`src/hdl/nsr_pkg.sv`:
```
`timescale 1ns / 1ps
package nsr_pkg;
  localparam int MaxNodesDefault = 16;
  localparam int IdW = 32;
  localparam int SlotW = 16;
  localparam int TimeW = 48;
  localparam int LimW = 40;
  localparam logic [TimeW-1:0] TimeMax = {TimeW{1'b1}};

  typedef enum logic [1:0] {
    CMD_CREATE = 2'd0, CMD_REMOVE = 2'd1, CMD_KEEPALIVE = 2'd2, CMD_CHECK = 2'd3
  } cmd_t;

  typedef enum logic [1:0] {
    ST_OK = 2'd0, ST_FULL = 2'd1, ST_NOT_FOUND = 2'd2, ST_NONE = 2'd3
  } status_t;

  localparam logic [1:0] REG_PERIOD = 2'd0;
  localparam logic [1:0] REG_SILENCE = 2'd1;
  localparam logic [1:0] REG_PAD = 2'd2;

  typedef struct packed {
    logic [1:0]       command;
    logic [IdW-1:0]   node_id;
    logic [TimeW-1:0] now_us;
  } in_item_t;

  typedef struct packed {
    logic [1:0]       status;
    logic [IdW-1:0]   result_id;
    logic [SlotW-1:0] result_slot;
    logic [4:0]       node_count;
    logic             last_result;
  } out_item_t;

  // token passed down the row of cells on each shift
  typedef struct packed {
    logic             valid;
    logic             occ;
    logic [IdW-1:0]   id;
    logic [SlotW-1:0] slot;
    logic [TimeW-1:0] last_seen;
    logic [TimeW-1:0] deadline;
  } rec_t;
endpackage

```
`src/hdl/nsr_cell.sv`:
```
`timescale 1ns / 1ps
// One table entry. Rotates its record into the next cell when shift is high;
// the top level closes the ring, so a full rotation visits every entry at
// the ring head once.
module nsr_cell (
  input  logic           clk,
  input  logic           rst,
  input  logic           shift,
  input  nsr_pkg::rec_t  rec_in,
  output nsr_pkg::rec_t  rec_out
);
  import nsr_pkg::*;
  rec_t r;
  always_ff @(posedge clk) begin
    if (rst) begin
      r.valid <= 1'b0;
    end else if (shift) begin
      r.valid <= rec_in.valid;
    end
    if (shift) begin
      r.occ       <= rec_in.occ;
      r.id        <= rec_in.id;
      r.slot      <= rec_in.slot;
      r.last_seen <= rec_in.last_seen;
      r.deadline  <= rec_in.deadline;
    end
  end
  assign rec_out = r;
endmodule

```
`src/hdl/node_slot_registry_unit.sv`:
```
`timescale 1ns / 1ps
// Channel    Direction  Transfer
// cmd        in         start & !busy
// cfg        in         cfg_valid & cfg_ready (cfg_ready held high)
// result     out        done, one cycle, no back pressure
// Entries live in a ring of MAX_NODES cells; one pass rotates it once. Create: id scan
// pass, slot sort pass, gap walk (one step per occupied slot), bit-serial remainder
// (skipped if empty), placement pass; a duplicate id ends after the scan. Remove and
// keepalive: one pass; check: one pass, then the marker. Each expired id waits in a
// register for the next expiry or the pass end. Full table: never busy. Final result and
// busy falling share a cycle. Reset empties the table at once; no stall on results.
module node_slot_registry_unit #(
  parameter int MAX_NODES = nsr_pkg::MaxNodesDefault
) (
  input  logic              clk,
  input  logic              rst,
  input  logic              start,
  output logic              busy,
  input  nsr_pkg::in_item_t cmd,
  input  logic              cfg_valid,
  output logic              cfg_ready,
  input  logic [1:0]        cfg_index,
  input  logic [39:0]       cfg_data,
  output logic              done,
  output nsr_pkg::out_item_t result
);
  import nsr_pkg::*;
  localparam int IW = (MAX_NODES > 1) ? $clog2(MAX_NODES) : 1;
  localparam int CW = $clog2(MAX_NODES + 1);
  localparam int RW = $clog2(MAX_NODES + 2);

  typedef enum logic [2:0] {
    S_IDLE, S_IDSCAN, S_SORT, S_GAP, S_MOD, S_ROT, S_NONE
  } state_t;

  state_t state;
  logic [SlotW-1:0] period;
  logic [LimW-1:0] silence_lim, pad;
  in_item_t item;
  logic [IdW-1:0] next_id;
  logic [CW-1:0] live;
  logic [RW-1:0] cnt;
  logic found, placed, any;
  logic [SlotW-1:0] new_slot;
  // sorted list of occupied slots, built by insertion as the ring rotates
  logic [SlotW-1:0] srt [MAX_NODES];
  logic [CW-1:0] nsrt;
  logic [CW-1:0] gi;
  logic [31:0] max_gap;
  logic [TimeW-1:0] new_dl;
  // expired entry held back so the final one can carry the marker
  out_item_t hold;

  rec_t ring [MAX_NODES+1];
  rec_t head_new;
  logic shift;

  assign ring[0] = head_new;
  genvar g;
  generate
    for (g = 0; g < MAX_NODES; g++) begin : gen_cell
      nsr_cell u_cell (
        .clk(clk), .rst(rst), .shift(shift), .rec_in(ring[g]), .rec_out(ring[g+1])
      );
    end
  endgenerate
  rec_t head;
  assign head = ring[MAX_NODES];

  assign busy = (state != S_IDLE);
  assign cfg_ready = 1'b1;
  assign shift = (state == S_IDSCAN) || (state == S_SORT) || (state == S_ROT);

  always_ff @(posedge clk) begin
    if (rst) begin
      period <= 16'd10000;
      silence_lim <= 40'd20000000;
      pad <= 40'd1000000;
    end else if (cfg_valid) begin
      case (cfg_index)
        REG_PERIOD:  period <= cfg_data[SlotW-1:0];
        REG_SILENCE: silence_lim <= cfg_data;
        REG_PAD:     pad <= cfg_data;
        default: ;
      endcase
    end
  end

  // deadline taken from the accepted item time; stable during the rotation
  logic [TimeW:0] dl_sum;
  always_ff @(posedge clk) begin
    if (state == S_IDLE)
      dl_sum <= {1'b0, cmd.now_us} + {9'd0, silence_lim} + {9'd0, pad};
  end
  assign new_dl = dl_sum[TimeW] ? TimeMax : dl_sum[TimeW-1:0];

  logic [TimeW-1:0] silence;
  logic expire, match;
  assign silence = (item.now_us >= head.last_seen) ? item.now_us - head.last_seen : '0;
  assign expire = head.valid && (head.deadline <= item.now_us)
                  && (silence >= {8'd0, silence_lim});
  assign match = head.valid && (head.id == item.node_id);

  logic [SlotW-1:0] per;
  assign per = (period == '0) ? SlotW'(1) : period;

  // gap walk combinational values
  logic [31:0] cur, nxt, gap, mid;
  logic [IW-1:0] gidx, gnxt;
  assign gidx = gi[IW-1:0];
  assign gnxt = (gi + 1'b1 == nsrt) ? '0 : IW'(gi + 1'b1);
  assign cur = {16'd0, srt[gidx]};
  assign nxt = {16'd0, srt[gnxt]};
  assign gap = (gi + 1'b1 == nsrt) ? nxt - cur + {16'd0, per} : nxt - cur;
  assign mid = cur + {1'b0, gap[31:1]};

  // restoring remainder of the chosen midpoint by the period, one bit a cycle
  logic [31:0] mod_num;
  logic [SlotW:0] mod_rem, rem_sh, rem_nx;
  logic [4:0] mod_cnt;
  assign rem_sh = {mod_rem[SlotW-1:0], mod_num[31]};
  assign rem_nx = (rem_sh >= {1'b0, per}) ? rem_sh - {1'b0, per} : rem_sh;

  always_comb begin
    head_new = head;
    if (state == S_ROT) begin
      case (item.command)
        CMD_CREATE: begin
          if (!head.valid && !placed) begin
            head_new.valid = 1'b1;
            head_new.id = item.node_id;
            head_new.slot = new_slot;
            head_new.last_seen = item.now_us;
            head_new.deadline = new_dl;
          end
        end
        CMD_REMOVE: if (match) head_new.valid = 1'b0;
        CMD_KEEPALIVE: begin
          if (match) begin
            head_new.last_seen = item.now_us;
            head_new.deadline = new_dl;
          end
        end
        default: if (expire) head_new.valid = 1'b0;
      endcase
    end
  end

  always_ff @(posedge clk) begin
    if (rst) begin
      state <= S_IDLE;
      next_id <= 32'd2;
      live <= '0;
      done <= 1'b0;
    end else begin
      done <= 1'b0;
      case (state)
        S_IDLE: begin
          if (start) begin
            cnt <= '0;
            found <= 1'b0;
            placed <= 1'b0;
            any <= 1'b0;
            nsrt <= '0;
            gi <= '0;
            max_gap <= '0;
            new_slot <= '0;
            mod_num <= '0;
            mod_rem <= '0;
            mod_cnt <= '0;
            if (cmd.command == CMD_CREATE) begin
              item <= '{cmd.command, next_id, cmd.now_us};
              if (live >= CW'(MAX_NODES)) begin
                done <= 1'b1;
                result <= '{ST_FULL, '0, '0, 5'(live), 1'b1};
              end else begin
                next_id <= next_id + 1'b1;
                state <= S_IDSCAN;
              end
            end else begin
              item <= cmd;
              state <= S_ROT;
            end
          end
        end
        S_IDSCAN: begin
          if (match) found <= 1'b1;
          cnt <= cnt + 1'b1;
          if (cnt == RW'(MAX_NODES - 1)) begin
            cnt <= '0;
            if (found || match) begin
              done <= 1'b1;
              result <= '{ST_FULL, item.node_id, '0, 5'(live), 1'b1};
              state <= S_IDLE;
            end else begin
              state <= S_SORT;
            end
          end
        end
        S_SORT: begin
          if (head.valid) begin
            for (int k = MAX_NODES - 1; k >= 0; k--) begin
              if (CW'(k) < nsrt && srt[k] > head.slot) begin
                if (k + 1 < MAX_NODES) srt[k+1] <= srt[k];
              end
              if (CW'(k) <= nsrt && (k == 0 || srt[(k == 0) ? 0 : k-1] <= head.slot
                  || CW'(k) > nsrt) && (CW'(k) == nsrt || srt[k] > head.slot))
                srt[k] <= head.slot;
            end
            nsrt <= nsrt + 1'b1;
          end
          cnt <= cnt + 1'b1;
          if (cnt == RW'(MAX_NODES - 1)) begin
            cnt <= '0;
            state <= S_GAP;
          end
        end
        S_GAP: begin
          if (nsrt == '0) begin
            state <= S_ROT;
          end else begin
            if (gap > max_gap) begin
              max_gap <= gap;
              mod_num <= mid;
            end
            gi <= gi + 1'b1;
            if (gi + 1'b1 == nsrt) state <= S_MOD;
          end
        end
        S_MOD: begin
          mod_num <= {mod_num[30:0], 1'b0};
          mod_rem <= rem_nx;
          mod_cnt <= mod_cnt + 1'b1;
          if (mod_cnt == 5'd31) begin
            new_slot <= rem_nx[SlotW-1:0];
            state <= S_ROT;
          end
        end
        S_ROT: begin
          cnt <= cnt + 1'b1;
          case (item.command)
            CMD_CREATE: if (!head.valid && !placed) placed <= 1'b1;
            CMD_REMOVE, CMD_KEEPALIVE: if (match) found <= 1'b1;
            default: begin
              if (expire) begin
                any <= 1'b1;
                live <= live - 1'b1;
                hold <= '{ST_OK, head.id, '0, 5'(live - 1'b1), 1'b0};
                if (any) begin
                  done <= 1'b1;
                  result <= hold;
                end
              end
            end
          endcase
          if (cnt == RW'(MAX_NODES - 1)) begin
            case (item.command)
              CMD_CREATE: begin
                live <= live + 1'b1;
                done <= 1'b1;
                result <= '{ST_OK, item.node_id, new_slot, 5'(live + 1'b1), 1'b1};
                state <= S_IDLE;
              end
              CMD_REMOVE, CMD_KEEPALIVE: begin
                done <= 1'b1;
                if (found || match) begin
                  if (item.command == CMD_REMOVE) begin
                    live <= live - 1'b1;
                    result <= '{ST_OK, item.node_id, '0, 5'(live - 1'b1), 1'b1};
                  end else begin
                    result <= '{ST_OK, item.node_id, '0, 5'(live), 1'b1};
                  end
                end else begin
                  result <= '{ST_NOT_FOUND, item.node_id, '0, 5'(live), 1'b1};
                end
                state <= S_IDLE;
              end
              default: state <= S_NONE;
            endcase
          end
        end
        S_NONE: begin
          // a check emits its last-result marker in S_NONE, after the rotation
          done <= 1'b1;
          if (any)
            result <= '{hold.status, hold.result_id, hold.result_slot, hold.node_count, 1'b1};
          else
            result <= '{ST_NONE, '0, '0, 5'(live), 1'b1};
          state <= S_IDLE;
        end
        default: state <= S_IDLE;
      endcase
    end
  end
endmodule

```
`config.mk`:
```
export PLATFORM = sky130hd
export DESIGN_NAME = node_slot_registry_unit
export DESIGN_NICKNAME = d
export VERILOG_FILES = /design/src/hdl/nsr_pkg.sv /design/src/hdl/nsr_cell.sv /design/src/hdl/node_slot_registry_unit.sv
export SDC_FILE = /design/constraint.sdc
export NUM_CORES = 2
export LEC_CHECK = 0
export BUFFER_PORTS_ARGS = -buffer_cell sky130_fd_sc_hd__buf_2
export CAP_MARGIN = 40
export CELL_PAD_IN_SITES_DETAIL_PLACEMENT = 2
export CELL_PAD_IN_SITES_GLOBAL_PLACEMENT = 2
export CORE_MARGIN = 5
export CORE_UTILIZATION = 40
export CTS_CLUSTER_DIAMETER = 100
export CTS_CLUSTER_SIZE = 40
export DETAILED_ROUTE_END_ITERATION = 7
export PLACE_DENSITY = 0.73
export SETUP_SLACK_MARGIN = 0.1
export SYNTH_ARGS = -nofsm -noshare
export SYNTH_HDL_FRONTEND = slang
export SYNTH_HIERARCHICAL = 1
export SYNTH_SLANG_ARGS = --single-unit
```
`constraint.sdc`:
```
create_clock -name clk -period 78.8 [get_ports clk]
set_input_delay 3.94 -clock clk [delete_from_list [all_inputs] [get_ports clk]]
set_output_delay 3.94 -clock clk [all_outputs]
set_load 0.02 [all_outputs]
```
== After elaboration in Yosys (flattened, before gate mapping) ==
Memory sizes are Yosys's and may differ from the RTL's. A register that Yosys moved wholly into a read port is not among the register bits.
Cells that the tools add are included.
Cells by class
  add/subtract/negate cells: 14
  order comparisons: 83
  equality and inequality tests: 47
  mux-type cells: 261
  bitwise logic cells: 18
  reduce and logical (&&, ||, !) cells: 122
Operators with widths (number)
  56-bit two-way mux: 11
  16-bit two-way mux: 20
  144-bit two-way mux: 2
  16-bit greater-than comparator: 16
  16-bit less-or-equal comparator: 15
  56-bit case mux with 4 select lines: 1
  32-bit two-way mux: 6
  96-bit case mux with 2 select lines: 1
  1-bit two-way mux: 176
  48-bit two-way mux: 3
  56-bit case mux with 2 select lines: 1
  96-bit two-way mux: 1
  32-bit case mux with 3 select lines: 1
  80-bit two-way mux: 1
  16-bit case mux with 2 select lines: 2
  32-bit case mux with 2 select lines: 1
  1-bit logical AND: 50
  48-bit by 40-bit adder with 49-bit output: 1
  49-bit by 40-bit adder with 49-bit output: 1
  48-bit by 40-bit greater-or-equal comparator with 1-bit output: 1
  48-bit greater-or-equal comparator: 1
  48-bit less-or-equal comparator: 1
  48-bit subtractor: 1
  5-bit two-way mux: 9
  66 further kinds: 222
Storage, ports and cells
  register bits after elaboration: 2800
  memory bits (writable): 256
  input port bits: 128
  output and inout port bits: 59
  word-level logic and storage cells: 655
  memories: 1
Memory list
  srt: depth 16, width 16, read ports 18, clocked after Yosys merged registers in 1, write ports 16, line node_slot_registry_unit.sv:46  | logic [SlotW-1:0] srt [MAX_NODES];

== Logic depth before layout (Yosys ltp) ==
An unclocked memory read counts as a cell.
  depth after elaboration: 11
  mapped depth: 47
  mapped depth without buffers: 43

== Hierarchy ==
The synthesis kept the hierarchy.
Modules (own cells, without submodules)
  nsr_cell: instances 16, cells each 148, area an instance 4388.0 µm², sequential area each 4374.2 µm²
  node_slot_registry_unit: instances 1, cells each 5811, area an instance 56102.6 µm², sequential area each 20810.0 µm²

== Least setup slack after synthesis ==
No wires, ideal clock.
  path type: flip-flop to flip-flop
  from: register state[0]
  to: register gen_cell[0].u_cell.r (netlist bit gen_cell[0].u_cell/rec_out[0]), enable pin
  setup time: 15.858 ns
  data arrival time: 38.519 ns
  required time: 62.942 ns
  setup slack: 24.423 ns
  stages on the path, launching flop included: 4
  path buffers: 0
  clock period less this slack: 54.377 ns
  path through: dfxtp_1 -> nand2b_1 -> nand2b_1 -> nand2_1
On the way
  longest elaborated chain between the ends: 3
  elaborated cells on any way between the ends: 5
  classes of those cells: 3 x eq/ne; 2 x reduce/logical
RTL lines
  start: declaration: line node_slot_registry_unit.sv:36  | state_t state;
  start signal: assignment: line node_slot_registry_unit.sv:151  | state <= S_IDLE;
  start signal: assignment: line node_slot_registry_unit.sv:178  | state <= S_IDSCAN;
  start signal: assignment: line node_slot_registry_unit.sv:182  | state <= S_ROT;
  3-bit by 1-bit == test with 1-bit output or 3-bit by 2-bit == test with 1-bit output (tied branches): line node_slot_registry_unit.sv:72  | assign shift = (state == S_IDSCAN) || (state == S_SORT) || (state == S_ROT);
  1-bit logical OR: line node_slot_registry_unit.sv:72
  1-bit logical OR (*): line node_slot_registry_unit.sv:72
  via shift: line node_slot_registry_unit.sv:56  | logic shift;
  end: declaration: line nsr_cell.sv:13  | rec_t r;
Mark *: on every way through the listed nets, which the timed path passes. The rest lies on a longest branch.
A chain may end at the register's enable or synchronous reset.

== Worst setup path after layout ==
  from: register gi[0]
  to: register max_gap[6], enable pin
On the way
  longest elaborated chain between the ends: 10
RTL lines
  start: declaration: line node_slot_registry_unit.sv:48  | logic [CW-1:0] gi;
  start signal: assignment: line node_slot_registry_unit.sv:226  | gi <= gi + 1'b1;
  5-bit by 1-bit adder with 5-bit output (*): line node_slot_registry_unit.sv:111, node_slot_registry_unit.sv:114
  5-bit == test: line node_slot_registry_unit.sv:111, node_slot_registry_unit.sv:114
  4-bit two-way mux: line node_slot_registry_unit.sv:111  | assign gnxt = (gi + 1'b1 == nsrt) ? '0 : IW'(gi + 1'b1);
  memory read 16 x 16 bit
  16-bit by 16-bit subtractor with 17-bit output: line node_slot_registry_unit.sv:114  | assign gap = (gi + 1'b1 == nsrt) ? nxt - cur + {16'd0, per} : nxt - cur;
  32-bit by 16-bit adder with 32-bit output: line node_slot_registry_unit.sv:114
  32-bit two-way mux (*): line node_slot_registry_unit.sv:114
  via gap[17]: line node_slot_registry_unit.sv:108  | logic [31:0] cur, nxt, gap, mid;
  32-bit greater-than comparator (*): line node_slot_registry_unit.sv:222  | if (gap > max_gap) begin
  2-bit != test (no line) (*)
  5-bit AND reduction (no line) (*)
  end signal: assignment: line node_slot_registry_unit.sv:223  | max_gap <= gap;
  end: declaration: line node_slot_registry_unit.sv:49  | logic [31:0] max_gap;
Marks and branches as above.

==> impl_metrics.env <==
export IMPL_worst_setup_path_start_kind="flop"
export IMPL_ys_warn_count=6
export IMPL_grt_pass1_vias=79900
export IMPL_rows=206
export IMPL_cp_arrival_ns=12.66
export IMPL_final_cells=12600
export IMPL_regToRegEndpoint="max_gap[6]"
export IMPL_peakVddDrop_mv=0.0914
export IMPL_final_fill_count=30000
export IMPL_gr_total_overflow=0
export IMPL_routed_wirelength_mm=427
export IMPL_vias=74500
export IMPL_required_ns=79.46
export IMPL_criticalPathCategory="flop to flop"
export IMPL_slowest_delay_ns=0.68
export IMPL_drtPass1Iterations=8
export IMPL_relSlewSlack_pct=20.4
export IMPL_die_x_um=571
export IMPL_cts_resized=0
export IMPL_syn_area_sq_mm=0.126
export IMPL_dr_first_iter_drc_count=7503
export IMPL_areaGrowthSynthToFinish_pct=9.30
export IMPL_avgSynthCellArea_sq_um=15.4
export IMPL_max_clock_freq_ghz=0.0833
export IMPL_power_density_mw_per_mm2=41.5
export IMPL_min_period_ns=12.00
export IMPL_grt_antenna_before_repair=45
export IMPL_whs_path_depth=0
export IMPL_report_final_slew_viol_count=0
export IMPL_rsz0062_at_grt="false"
export IMPL_hold_end="gen_cell[3].u_cell/rec_out[111]"
export IMPL_fin_crit_sh_pct=15.2
export IMPL_postCtsSetupBuffers=0
export IMPL_cts_max_path_buffers=4
export IMPL_viasPerCell=5.92
export IMPL_place_congestion=0.907
export IMPL_maxCapViolations=0
export IMPL_placedCellCount=12300
export IMPL_critPathCaptureType="flop"
export IMPL_drc=0
export IMPL_htreeDepth=3
export IMPL_layout_nets=9034
export IMPL_setup_tns_ns=0
export IMPL_num_io_pins=187
export IMPL_clockRootBuffer="clkbuf_16"
export IMPL_start_util_pct=40.0
export IMPL_cts_hold_buf=0
export IMPL_cpMaxStageDelayCell="nor2_1"
export IMPL_status="completed"
export IMPL_hpwl_mm=307
export IMPL_skew_ns=0.113
export IMPL_cts_buffers=121
export IMPL_grt_max_degree=221
export IMPL_coreArea_sq_mm=0.314
export IMPL_reg2reg_depth=43
export IMPL_clk_pin_slew_ns=0.13
export IMPL_cp_max_fo=43
export IMPL_numPortBuffers=185
export IMPL_final_setup_viol_count=0
export IMPL_dieHeight_um=571
export IMPL_fp_dieArea_sq_mm=0.326
export IMPL_worst_skew_pair_late_latency_ns=0.97
export IMPL_grt_usage_pct=25.5
export IMPL_path_common_cell="a21o_1"
export IMPL_worstHoldPathType="flop to flop"
export IMPL_drive_gt1_share_pct=12.0
export IMPL_worstReg2RegStart="gi[0]"
export IMPL_grt_pass1_wl_mm=602
export IMPL_netlist_instances=8163
export IMPL_syn_nets=8882
export IMPL_leakage_nw=48.2
export IMPL_worstMarginPinSlew_ns=1.19
export IMPL_cts_tree="yes"
export IMPL_post_drt_wl_per_cell_um=33.9
export IMPL_p_total_mw=5.70
export IMPL_finalHoldViolCount=0
export IMPL_route_antenna_remaining_nets=0
export IMPL_reg2reg_slack_ns=66.80
export IMPL_numClockSinks=3060
export IMPL_min_from="gen_cell[2].u_cell/rec_out[111]"
-- cell usage in the layout, fill, tap and decap left out, types with 17 or more instances in the layout --
cell type  instances
a21oi_1          401
nand2_1          679
nor2_1           384
o21ai_0          441
a211oi_1          36
buf_2            190
fa_1              46
mux4_2            96
xnor2_1          101
clkbuf_16        123
buf_16            25
nor2b_1           56
or3_1             34
a21o_1           142
mux2i_1           83
a22oi_1           55
and2_1            25
a31oi_1           17
xor2_1           114
o21a_1            99
dfxtp_1          155
nand3_1           89
nand2b_1          32
nor4_1            18
diode_2           21
a222oi_1          32
ha_1             542
nor3_1            65
a221oi_1          41
buf_4            121
o211ai_1          26
a311oi_1          18
edfxtp_1        2903
o21bai_1          36
nand3b_1          18
mux2_2           263
and3_1            50
inv_1            348
a22o_1            55
nand4_1          105
-- report_power, final --
part,internal (mW),switching (mW),total (mW)
registers,2.53,0.264,2.80
clock network,0.336,0.561,0.898
logic,0.643,1.37,2.01
total,3.51,2.19,5.70
-- area by class of cell --
type | instances | area, sq um | share of cell area (%)
Clock buffer | 138 | 3160 | 2.29
Inverter | 351 | 1320 | 0.958
Antenna cell | 21 | 52.6 | 0.0382
Tap cell | 4160 | 5200 | 3.78
Sequential cell | 3060 | 90300 | 65.7
Clock inverter | 84 | 1370 | 0.995
Timing Repair Buffer | 360 | 2940 | 2.14
Multi-Input combinational cell | 4421 | 33200 | 24.1
-- critical path: cells and delay by family, from the launching register on --
kind            cells  cell delay (ns)
flops               1             0.39
simple gates       11             2.24
buf+inv             5             1.62
xor+xnor            3             1.03
compound gates     21             5.48
fa+ha+maj           3             0.95
-- state kept, by name, summed over array words and instances, names as in the netlist, 32 cells and up, named ones only --
name and count:
hold 37, dl_sum 49, next_id 32, gen_cell.u_cell/rec_out 2320
mod_num 32, max_gap 32, pad 40, item 82
silence_lim 40, srt 256, result 56
-- layer usage --
metal / vias up / global-route usage, % / part of all wire [%]
met3: 884 / 3.19 / 5.3
met2: 2874 / 44.4 / 50
met1: 39500 / 31.8 / 39
li1: 31200 / - / -
met4: 22 / 11.6 / 5.4
met5: - / 0 / 0.032
-- worst max-delay path by stage --
| stage | from | endpoint | depth (start not counted) |
|---|---|---|---|
| 6_report | gi[0] | max_gap[6] | 43 |
| 5_1_grt | gi[0] | max_gap[6] | 43 |
| 4_1_cts | gi[0] | max_gap[2] | 43 |
| 3_5_place_dp | gi[0] | max_gap[2] | 43 |
| 3_3_place_gp | gi[0] | max_gap[10] | 40 |
| 2_1_floorplan | state[0] | gen_cell[0].u_cell/rec_out[0] | 3 |
-- stage by stage --
| stage | utilization [%] | area (sq um) | worst slack, ns | hold slack [ns] |
|---|---|---|---|---|
| floorplan | - | 126000 | 24.79 | 0.400 |
| global route | 43.8 | 138000 | 66.12 | 0.402 |
| global placement | 42.0 | 132000 | 67.57 | 0.400 |
| detailed placement | 42.3 | 133000 | 67.06 | 0.405 |
| finish | 43.8 | 138000 | 66.80 | 0.386 |
| CTS | 43.7 | 137000 | 67.00 | 0.376 |
Power figures use the tool's default switching activity.
